File: src/rtl/core/crcfd_pkg.sv
package crcfd_pkg;

   typedef enum logic [2:0] {
      PH_MAGIC = 3'd0,
      PH_ID    = 3'd1,
      PH_TTL   = 3'd2,
      PH_LEN   = 3'd3,
      PH_PAY   = 3'd4,
      PH_CRC   = 3'd5,
      PH_DONE  = 3'd6
   } phase_type;

   typedef enum logic [2:0] {
      KIND_ID      = 3'd0,
      KIND_TTL     = 3'd1,
      KIND_LEN     = 3'd2,
      KIND_PAY     = 3'd3,
      KIND_VERDICT = 3'd4
   } kind_type;

   typedef enum logic [2:0] {
      VERD_OK    = 3'd0,
      VERD_SHORT = 3'd1,
      VERD_MAGIC = 3'd2,
      VERD_LONG  = 3'd3,
      VERD_TRUNC = 3'd4,
      VERD_CRC   = 3'd5
   } verdict_type;

   localparam logic [1:0] CSR_MAGIC_HIGH = 2'd0;
   localparam logic [1:0] CSR_MAGIC_LOW  = 2'd1;
   localparam logic [1:0] CSR_MAX_LEN    = 2'd2;

   localparam logic [7:0]  MAGIC_HIGH_RESET = 8'hA5;
   localparam logic [7:0]  MAGIC_LOW_RESET  = 8'h5A;
   localparam logic [15:0] MAX_LEN_RESET    = 16'd256;

   localparam logic [15:0] CRC_INIT  = 16'hFFFF;
   localparam logic [15:0] CRC_POLY  = 16'h1021;
   localparam logic [15:0] MIN_FRAME = 16'd23;
   localparam logic [15:0] ID_LAST   = 16'd15;

   localparam int QUEUE_DEPTH_DEFAULT = 4;

   // One queue entry: an optional tentative result and an optional verdict.
   typedef struct packed {
      logic        tent_valid;
      kind_type    tent_kind;
      logic [15:0] tent_pos;
      logic [15:0] tent_value;
      logic        verd_valid;
      verdict_type verd_code;
      logic [15:0] verd_crc;
   } entry_type;

   function automatic logic [15:0] crc_byte(input logic [15:0] crc, input logic [7:0] data);
      logic [15:0] c;
      c = crc ^ {data, 8'h00};
      for (int i = 0; i < 8; i++) begin
         if (c[15]) begin
            c = {c[14:0], 1'b0} ^ CRC_POLY;
         end else begin
            c = {c[14:0], 1'b0};
         end
      end
      return c;
   endfunction

endpackage

File: src/rtl/core/crc16_frame_decoder.sv
// Checks a length-prefixed frame with a CRC-16/CCITT-FALSE trailer, one received byte per
// word, and gives out id, ttl, length and payload words as they arrive and one verdict word on
// the byte flagged as the buffer end. A byte is taken every clock cycle: the parser and its
// byte-wide CRC update handle each byte combinationally and post its results into a short
// queue, from which the output stage hands out one result word per cycle while the receiver
// does not stall. A byte that yields two results (a tentative word followed by the verdict)
// gives them out one after the other, and input is stalled only when the queue of
// QUEUE_DEPTH entries is full. Each result passes through the queue and then the output
// register. The configuration registers should be written only while no buffer is in progress.
module crc16_frame_decoder
   import crcfd_pkg::*;
#(
   parameter int QUEUE_DEPTH = QUEUE_DEPTH_DEFAULT
) (
   input  logic        clock,
   input  logic        reset,
   input  logic        req_valid,
   output logic        req_stall,
   input  logic [7:0]  req_rx_byte,
   input  logic        req_buffer_end,
   output logic        rsp_valid,
   input  logic        rsp_stall,
   output logic [2:0]  rsp_kind,
   output logic [15:0] rsp_position,
   output logic [15:0] rsp_value,
   output logic [2:0]  rsp_verdict,
   output logic        rsp_final_res,
   input  logic        csr_write_en,
   input  logic [1:0]  csr_index,
   input  logic [15:0] csr_wdata
);

   logic      accept;
   logic      push;
   entry_type push_entry;
   logic      full;
   logic      pop;
   logic      head_valid;
   entry_type head_entry;

   assign req_stall = full;
   assign accept    = req_valid && !full;

   crcfd_front u_front (
      .clock        (clock),
      .reset        (reset),
      .accept       (accept),
      .rx_byte      (req_rx_byte),
      .buffer_end   (req_buffer_end),
      .csr_write_en (csr_write_en),
      .csr_index    (csr_index),
      .csr_wdata    (csr_wdata),
      .push         (push),
      .push_entry   (push_entry)
   );

   crcfd_queue #(
      .DEPTH (QUEUE_DEPTH)
   ) u_queue (
      .clock      (clock),
      .reset      (reset),
      .push       (push),
      .push_entry (push_entry),
      .full       (full),
      .pop        (pop),
      .head_valid (head_valid),
      .head_entry (head_entry)
   );

   crcfd_back u_back (
      .clock         (clock),
      .reset         (reset),
      .head_valid    (head_valid),
      .head_entry    (head_entry),
      .pop           (pop),
      .rsp_valid     (rsp_valid),
      .rsp_stall     (rsp_stall),
      .rsp_kind      (rsp_kind),
      .rsp_position  (rsp_position),
      .rsp_value     (rsp_value),
      .rsp_verdict   (rsp_verdict),
      .rsp_final_res (rsp_final_res)
   );

endmodule

File: src/rtl/core/crcfd_front.sv
module crcfd_front
   import crcfd_pkg::*;
(
   input  logic        clock,
   input  logic        reset,
   input  logic        accept,
   input  logic [7:0]  rx_byte,
   input  logic        buffer_end,
   input  logic        csr_write_en,
   input  logic [1:0]  csr_index,
   input  logic [15:0] csr_wdata,
   output logic        push,
   output entry_type   push_entry
);

   phase_type   phase_ff, phase_in;
   logic [15:0] bytes_seen_ff, bytes_seen_in;
   logic [15:0] field_count_ff, field_count_in;
   logic [15:0] crc_ff, crc_in;
   logic [15:0] length_ff, length_in;
   logic [15:0] rx_crc_ff, rx_crc_in;
   logic        magic_bad_ff, magic_bad_in;
   logic        complete_ff, complete_in;

   logic [7:0]  magic_high_ff;
   logic [7:0]  magic_low_ff;
   logic [15:0] max_len_ff;

   logic [15:0] crc_upd;
   logic [15:0] len_full;
   logic        pay_last;

   assign crc_upd  = crc_byte(crc_ff, rx_byte);
   assign len_full = {rx_byte, length_ff[7:0]};
   assign pay_last = ({1'b0, field_count_ff} + 17'd1) >= {1'b0, length_ff};

   always_comb begin
      phase_in = phase_ff;
      if (accept) begin
         if (buffer_end) begin
            phase_in = PH_MAGIC;
         end else begin
            unique case (phase_ff)
               PH_MAGIC: begin
                  if (field_count_ff != 16'd0) phase_in = PH_ID;
               end
               PH_ID: begin
                  if (field_count_ff == ID_LAST) phase_in = PH_TTL;
               end
               PH_TTL: phase_in = PH_LEN;
               PH_LEN: begin
                  if (field_count_ff != 16'd0) begin
                     if (len_full > max_len_ff) begin
                        phase_in = PH_DONE;
                     end else if (len_full == 16'd0) begin
                        phase_in = PH_CRC;
                     end else begin
                        phase_in = PH_PAY;
                     end
                  end
               end
               PH_PAY: begin
                  if (pay_last) phase_in = PH_CRC;
               end
               PH_CRC: begin
                  if (field_count_ff != 16'd0) phase_in = PH_DONE;
               end
               PH_DONE: phase_in = PH_DONE;
               default: phase_in = PH_MAGIC;
            endcase
         end
      end
   end

   always_comb begin
      bytes_seen_in  = bytes_seen_ff;
      field_count_in = field_count_ff;
      crc_in         = crc_ff;
      length_in      = length_ff;
      rx_crc_in      = rx_crc_ff;
      magic_bad_in   = magic_bad_ff;
      complete_in    = complete_ff;
      push_entry     = '{tent_valid: 1'b0, tent_kind: KIND_ID, tent_pos: 16'd0,
                         tent_value: {8'd0, rx_byte}, verd_valid: 1'b0,
                         verd_code: VERD_OK, verd_crc: 16'd0};

      if (bytes_seen_ff != 16'hFFFF) bytes_seen_in = bytes_seen_ff + 16'd1;

      unique case (phase_ff)
         PH_MAGIC: begin
            if (field_count_ff == 16'd0) begin
               if (rx_byte != magic_high_ff) magic_bad_in = 1'b1;
               field_count_in = 16'd1;
            end else begin
               if (rx_byte != magic_low_ff) magic_bad_in = 1'b1;
               field_count_in = 16'd0;
            end
         end
         PH_ID: begin
            crc_in                = crc_upd;
            push_entry.tent_valid = 1'b1;
            push_entry.tent_kind  = KIND_ID;
            push_entry.tent_pos   = field_count_ff;
            field_count_in = (field_count_ff == ID_LAST) ? 16'd0 : field_count_ff + 16'd1;
         end
         PH_TTL: begin
            crc_in                = crc_upd;
            push_entry.tent_valid = 1'b1;
            push_entry.tent_kind  = KIND_TTL;
            field_count_in        = 16'd0;
         end
         PH_LEN: begin
            crc_in = crc_upd;
            if (field_count_ff == 16'd0) begin
               length_in      = {8'd0, rx_byte};
               field_count_in = 16'd1;
            end else begin
               length_in             = len_full;
               push_entry.tent_valid = 1'b1;
               push_entry.tent_kind  = KIND_LEN;
               push_entry.tent_value = len_full;
               field_count_in        = 16'd0;
            end
         end
         PH_PAY: begin
            crc_in                = crc_upd;
            push_entry.tent_valid = 1'b1;
            push_entry.tent_kind  = KIND_PAY;
            push_entry.tent_pos   = field_count_ff;
            field_count_in        = pay_last ? 16'd0 : field_count_ff + 16'd1;
         end
         PH_CRC: begin
            if (field_count_ff == 16'd0) begin
               rx_crc_in      = {8'd0, rx_byte};
               field_count_in = 16'd1;
            end else begin
               rx_crc_in      = {rx_byte, rx_crc_ff[7:0]};
               complete_in    = 1'b1;
               field_count_in = 16'd0;
            end
         end
         PH_DONE: begin
         end
         default: begin
         end
      endcase

      if (buffer_end) begin
         push_entry.verd_valid = 1'b1;
         push_entry.verd_crc   = crc_in;
         if (bytes_seen_in < MIN_FRAME) begin
            push_entry.verd_code = VERD_SHORT;
         end else if (magic_bad_in) begin
            push_entry.verd_code = VERD_MAGIC;
         end else if (length_in > max_len_ff) begin
            push_entry.verd_code = VERD_LONG;
         end else if (!complete_in) begin
            push_entry.verd_code = VERD_TRUNC;
         end else if (rx_crc_in != crc_in) begin
            push_entry.verd_code = VERD_CRC;
         end else begin
            push_entry.verd_code = VERD_OK;
         end
         bytes_seen_in  = 16'd0;
         field_count_in = 16'd0;
         crc_in         = CRC_INIT;
         length_in      = 16'd0;
         rx_crc_in      = 16'd0;
         magic_bad_in   = 1'b0;
         complete_in    = 1'b0;
      end
   end

   assign push = accept && (push_entry.tent_valid || push_entry.verd_valid);

   always_ff @(posedge clock) begin
      if (reset) begin
         phase_ff       <= PH_MAGIC;
         bytes_seen_ff  <= 16'd0;
         field_count_ff <= 16'd0;
         crc_ff         <= CRC_INIT;
         length_ff      <= 16'd0;
         rx_crc_ff      <= 16'd0;
         magic_bad_ff   <= 1'b0;
         complete_ff    <= 1'b0;
      end else if (accept) begin
         phase_ff       <= phase_in;
         bytes_seen_ff  <= bytes_seen_in;
         field_count_ff <= field_count_in;
         crc_ff         <= crc_in;
         length_ff      <= length_in;
         rx_crc_ff      <= rx_crc_in;
         magic_bad_ff   <= magic_bad_in;
         complete_ff    <= complete_in;
      end
   end

   always_ff @(posedge clock) begin
      if (reset) begin
         magic_high_ff <= MAGIC_HIGH_RESET;
         magic_low_ff  <= MAGIC_LOW_RESET;
         max_len_ff    <= MAX_LEN_RESET;
      end else if (csr_write_en) begin
         priority case (csr_index)
            CSR_MAGIC_HIGH: magic_high_ff <= csr_wdata[7:0];
            CSR_MAGIC_LOW:  magic_low_ff  <= csr_wdata[7:0];
            CSR_MAX_LEN:    max_len_ff    <= csr_wdata;
            default: begin
            end
         endcase
      end
   end

endmodule

File: src/rtl/core/crcfd_queue.sv
module crcfd_queue
   import crcfd_pkg::*;
#(
   parameter int DEPTH = QUEUE_DEPTH_DEFAULT
) (
   input  logic      clock,
   input  logic      reset,
   input  logic      push,
   input  entry_type push_entry,
   output logic      full,
   input  logic      pop,
   output logic      head_valid,
   output entry_type head_entry
);

   localparam int PTR_W = (DEPTH > 1) ? $clog2(DEPTH) : 1;
   localparam int CNT_W = $clog2(DEPTH + 1);

   entry_type          entries_ff [DEPTH];
   logic [PTR_W-1:0]   wr_ptr_ff, wr_ptr_in;
   logic [PTR_W-1:0]   rd_ptr_ff, rd_ptr_in;
   logic [CNT_W-1:0]   count_ff, count_in;
   logic               do_push;
   logic               do_pop;

   assign full       = (count_ff == CNT_W'(DEPTH));
   assign head_valid = (count_ff != '0);
   assign head_entry = entries_ff[rd_ptr_ff];
   assign do_push    = push && !full;
   assign do_pop     = pop && head_valid;

   always_comb begin
      wr_ptr_in = wr_ptr_ff;
      rd_ptr_in = rd_ptr_ff;
      count_in  = count_ff;
      if (do_push) begin
         wr_ptr_in = (wr_ptr_ff == PTR_W'(DEPTH - 1)) ? '0 : wr_ptr_ff + PTR_W'(1);
      end
      if (do_pop) begin
         rd_ptr_in = (rd_ptr_ff == PTR_W'(DEPTH - 1)) ? '0 : rd_ptr_ff + PTR_W'(1);
      end
      if (do_push && !do_pop) begin
         count_in = count_ff + CNT_W'(1);
      end else if (!do_push && do_pop) begin
         count_in = count_ff - CNT_W'(1);
      end
   end

   always_ff @(posedge clock) begin
      if (reset) begin
         wr_ptr_ff <= '0;
         rd_ptr_ff <= '0;
         count_ff  <= '0;
      end else begin
         wr_ptr_ff <= wr_ptr_in;
         rd_ptr_ff <= rd_ptr_in;
         count_ff  <= count_in;
      end
   end

   always_ff @(posedge clock) begin
      if (do_push) begin
         entries_ff[wr_ptr_ff] <= push_entry;
      end
   end

endmodule

File: src/rtl/core/crcfd_back.sv
module crcfd_back
   import crcfd_pkg::*;
(
   input  logic        clock,
   input  logic        reset,
   input  logic        head_valid,
   input  entry_type   head_entry,
   output logic        pop,
   output logic        rsp_valid,
   input  logic        rsp_stall,
   output logic [2:0]  rsp_kind,
   output logic [15:0] rsp_position,
   output logic [15:0] rsp_value,
   output logic [2:0]  rsp_verdict,
   output logic        rsp_final_res
);

   logic        valid_ff;
   kind_type    kind_ff;
   logic [15:0] pos_ff;
   logic [15:0] value_ff;
   verdict_type verdict_ff;
   logic        final_ff;

   logic        pend_ff;
   verdict_type pend_code_ff;
   logic [15:0] pend_crc_ff;

   logic        slot_free;

   assign slot_free = !valid_ff || !rsp_stall;
   assign pop       = head_valid && slot_free && !pend_ff;

   always_ff @(posedge clock) begin
      if (reset) begin
         valid_ff <= 1'b0;
         pend_ff  <= 1'b0;
      end else if (slot_free) begin
         if (pend_ff) begin
            valid_ff <= 1'b1;
            pend_ff  <= 1'b0;
         end else if (head_valid) begin
            valid_ff <= 1'b1;
            pend_ff  <= head_entry.tent_valid && head_entry.verd_valid;
         end else begin
            valid_ff <= 1'b0;
         end
      end
   end

   always_ff @(posedge clock) begin
      if (slot_free) begin
         if (pend_ff) begin
            kind_ff    <= KIND_VERDICT;
            pos_ff     <= 16'd0;
            value_ff   <= pend_crc_ff;
            verdict_ff <= pend_code_ff;
            final_ff   <= 1'b1;
         end else if (head_valid) begin
            pend_code_ff <= head_entry.verd_code;
            pend_crc_ff  <= head_entry.verd_crc;
            if (head_entry.tent_valid) begin
               kind_ff    <= head_entry.tent_kind;
               pos_ff     <= head_entry.tent_pos;
               value_ff   <= head_entry.tent_value;
               verdict_ff <= VERD_OK;
               final_ff   <= 1'b0;
            end else begin
               kind_ff    <= KIND_VERDICT;
               pos_ff     <= 16'd0;
               value_ff   <= head_entry.verd_crc;
               verdict_ff <= head_entry.verd_code;
               final_ff   <= 1'b1;
            end
         end
      end
   end

   assign rsp_valid     = valid_ff;
   assign rsp_kind      = kind_ff;
   assign rsp_position  = pos_ff;
   assign rsp_value     = value_ff;
   assign rsp_verdict   = verdict_ff;
   assign rsp_final_res = final_ff;

endmodule

File: config.mk
export PLATFORM = sky130hd
export DESIGN_NAME = crc16_frame_decoder
export DESIGN_NICKNAME = d
export VERILOG_FILES = /design/src/rtl/core/crcfd_pkg.sv /design/src/rtl/core/crc16_frame_decoder.sv /design/src/rtl/core/crcfd_front.sv /design/src/rtl/core/crcfd_queue.sv /design/src/rtl/core/crcfd_back.sv
export SDC_FILE = /design/constraint.sdc
export NUM_CORES = 1
export LEC_CHECK = 0
export ABC_AREA = 0
export BUFFER_PORTS_ARGS = -buffer_cell sky130_fd_sc_hd__buf_4
export CAP_MARGIN = 20
export CORE_AREA = 2 2 197 199
export CTS_CLUSTER_DIAMETER = 60
export DETAILED_ROUTE_END_ITERATION = 10
export DIE_AREA = 0 0 199 201
export PLACE_DENSITY = 0.72
export SYNTH_ARGS = -nofsm -noshare
export SYNTH_HDL_FRONTEND = slang
export SYNTH_SLANG_ARGS = --single-unit
File: constraint.sdc
create_clock -name clock -period 11 [get_ports clock]
set_clock_uncertainty 0.05 [all_clocks]
set_input_delay 1.65 -clock clock [delete_from_list [all_inputs] [get_ports clock]]
set_output_delay 1.65 -clock clock [all_outputs]
set_load 0.005 [all_outputs]
==> impl_summary.log <==
INFO  metric nFillCells = 3165
INFO  metric outcome = completed
INFO  metric switchingPower = 1.17 mW
INFO  metric clock-root-buffer = clkbuf_16
INFO  metric synth-async-reset-ratio = 0
INFO  metric max_freq = 185 MHz
INFO  metric synth-edff-count = 278
INFO  metric setup.worst_path.class = register to register
INFO  metric post_cts_resize_count = 0
INFO  metric globalplace.congestion = 0.897
INFO  metric p_sw_frac = 0.278
INFO  metric area_share_of_the_largest_cell_type_after_synthesis = 0.444
INFO  metric postSynthNetCount = 1617
INFO  metric yosysWarningCount = 0
INFO  metric clk_pin_slew_worst_paths = 0.06 ns
INFO  metric vias_per_cell = 5.84
INFO  metric holdBufCountCts = 0
INFO  metric report.power.total = 4.21 mW
INFO  metric drt-wirelength-per-cell = 20.5 µm
INFO  metric clk_path_buf_depth = 3
INFO  metric post_synth.cell_area_avg = 12.3 µm²
INFO  metric finalHoldViolCount = 0
INFO  metric crit_fanout = 23
INFO  metric drc = 0
INFO  metric max_capacitance_violation_count = 0
INFO  metric num_io_pins = 73
INFO  metric fp.dieW = 199 µm
INFO  metric grt_pass1_vias = 12386
INFO  metric clkPwrFrac = 0.327
INFO  metric maximum_number_of_pins_on_one_net_before_global_route_repair = 78
INFO  metric cts_inserted_buffers = 44
INFO  metric fin_setup_tns = 0 ns
INFO  metric die-area = 40000 µm²
INFO  metric grt_antenna_before_repair = 1
INFO  metric first_iter_violations = 1162
INFO  metric cp-end-kind = register
INFO  metric leakage = 7.31 nW
INFO  metric routed_wirelength = 43300 µm
INFO  metric clock_insertion_delay_worst_skew = 0.56 ns
INFO  metric critical_path_required = 11.20 ns
INFO  metric power.density_cell_area = 200 nW/µm²
INFO  metric num_antenna_cells = 0
INFO  metric syn_to_final_growth = 12.1%
INFO  metric fin_crit = 5.40 ns
INFO  metric finalMaxSlewViolations = 0
INFO  metric synth_most_common_cell = edfxtp_1
INFO  metric placement.io_buffers = 72
INFO  metric relSlewSlack = 0.341
INFO  metric sequential_cell_fraction_of_total_power = 0.464
INFO  metric dp_hpwl = 27800 µm
INFO  metric slew_at_the_pin_closest_to_its_max_slew_limit = 0.985 ns
INFO  metric cts_htree_levels = 2
INFO  metric die_height = 201 µm
INFO  metric grt_util_all_layers = 0.221
INFO  metric ys_seq_elements = 406
INFO  metric synth.yosys.seq_area_share = 0.580
INFO  metric post-route-cell-area = 21100 µm²
INFO  metric grt_remaining_overflow = 0
INFO  metric remaining_antenna_violation_count = 0
INFO  metric dominantRegCellSynth = edfxtp_1
INFO  metric grt_pass1_wl = 68800 µm
INFO  metric fp-row-count = 72
INFO  metric peakVddDrop = 0.000132 V
INFO  metric cellInternalPower = 3.04 mW
INFO  metric fraction_of_power_consumed_by_combinational_cells = 0.209
INFO  metric critical_path_data_arrival_time = 5.60 ns
INFO  metric routed-via-count = 12361
INFO  metric initial_utilization = 0.493
INFO  metric synth_top_cells_by_count = edfxtp_1 (278), dfxtp_1 (128), nor2_1 (127), nand2_1 (95), a21oi_1 (83)
INFO  metric cts_tree = done
INFO  metric worst_setup_sp_type = register
INFO  metric clock_sinks = 406
INFO  metric rsz_0062_raised_after_global_routing = false
INFO  metric post_synth_instance_area = 18800 µm²
INFO  metric core = 38100 µm²
INFO  metric place_area = 19700 µm²
INFO  metric postSynthCellCount = 1527
INFO  metric finalSetupViolations = 0
INFO  metric detail_route.first_pass.iterations = 5
INFO  metric cts.repair_timing.setup_buffer_count = 0
INFO  metric synth_area_leader_cell = edfxtp_1
INFO  metric finish.net_count = 1652
INFO  metric layout_worst_path_cycle_share = 0.491
INFO  metric final_layout_size_suffix_gt1_frac = 0.162
INFO  metric synth_cell_types = 73
INFO  metric min-delay-path-class = register to register
INFO  metric post_synth_main_area_contributors = edfxtp_1 (44%), dfxtp_1 (14%), mux4_2 (6.6%), ha_1 (3.8%), mux2i_1 (2.6%)
-- metrics by stage --
stage	instances	hold slack (ns)	util	setup slack (ns)
after floorplan	1527	0.385	-	6.86
after global placement	2034	0.394	0.518	6.04
after detailed placement	2034	0.399	0.518	5.80
after CTS	2115	0.407	0.553	5.77
after global routing	2115	0.430	0.553	5.17
final	2115	0.405	0.553	5.60
-- logic make-up after synthesis --
family                     share of synthesized area
AOI/OAI and AO/OA                             0.0983
xor gates and xnor gates                      0.0312
and+or+nand+nor                                0.122
muxes                                         0.0974
DFF                                            0.580
adders and majority gates                     0.0390
buffers and inverters                         0.0317
-- state kept, by name, summed over array words and instances, names as in the netlist, 16 cells and up, named ones only --
name                    count
u_front.bytes_seen_ff      16
u_front.length_ff          16
u_front.crc_ff             16
u_back.rsp_position        16
u_back.pend_crc_ff         16
u_back.rsp_value           16
u_front.max_len_ff         16
u_front.rx_crc_ff          16
u_queue.entries_ff        220
u_front.field_count_ff     16
-- final timing paths --
| path | start | depth (start not counted) | slack, ns | endpoint |
|---|---|---|---|---|
| worst max register to register | u_front.field_count_ff[0] | 14 | 5.60 | u_queue.entries_ff[1][18] |
| worst max-delay path | u_front.field_count_ff[0] | 14 | 5.60 | u_queue.entries_ff[1][18] |
| worst min-delay path | u_front.max_len_ff[7] | 2 | 0.40 | u_front.max_len_ff[7] |
| worst min register to register | u_front.max_len_ff[7] | 2 | 0.40 | u_front.max_len_ff[7] |
-- layout by cell type, fill, tap and decap left out, drive strengths merged, types with 31 or more instances in the layout --
| cell | Yosys | final |
|---|---|---|
| a21oi | 83 | 83 |
| and2 | 34 | 34 |
| buf | 26 | 84 |
| clkbuf | 69 | 57 |
| dfxtp | 128 | 128 |
| edfxtp | 278 | 278 |
| ha | 57 | 57 |
| inv | 53 | 59 |
| mux2i | 49 | 49 |
| mux4 | 55 | 55 |
| nand2 | 95 | 95 |
| nand3 | 31 | 31 |
| nor2 | 128 | 128 |
| o21ai | 64 | 64 |
| xnor2 | 52 | 52 |
-- final cells by class --
cell class,instances,area (µm²),area share
inverter,53,199,0.00944
sequential,406,10900,0.518
timing repair buffer,84,631,0.0299
multi-input combinational,973,7330,0.348
clock inverter,24,166,0.00790
tap,518,648,0.0308
clock buffer,57,1180,0.0562
-- worst max-delay path: stages, from the launching register on --
cell       delay, ns
dfxtp_1         0.36
inv_1           0.12
ha_1            0.16
nor3b_1         0.37
nand4_2         0.63
nor2_1          0.91
o21ai_0         0.24
ha_1            0.35
nor2b_1         0.13
o21ai_0         0.16
nand2b_1        0.08
a2111oi_0       0.49
o211ai_1        0.13
a41o_1          0.31
a2111oi_1       0.60
-- routing by layer --
metal	vias up	GRT usage	wire length, µm
met5	-	0	0
met2	412	0.349	20300
met4	0	0.0637	1010
met1	6126	0.318	19400
met3	76	0.0338	2600
li1	5747	-	-
-- power groups by stage --
| stage | Sequential (mW) | Clock (mW) | Combinational (mW) |
|---|---|---|---|
| 2_1_floorplan | 1.97 | 0 | 0.570 |
| 3_3_place_gp | 1.98 | 0 | 0.874 |
| 3_5_place_dp | 1.99 | 0 | 0.891 |
| 4_1_cts | 1.96 | 1.40 | 0.894 |
| 5_1_grt | 1.97 | 1.46 | 0.961 |
| 6_report | 1.95 | 1.38 | 0.881 |
Power figures use the tool's default switching activity.
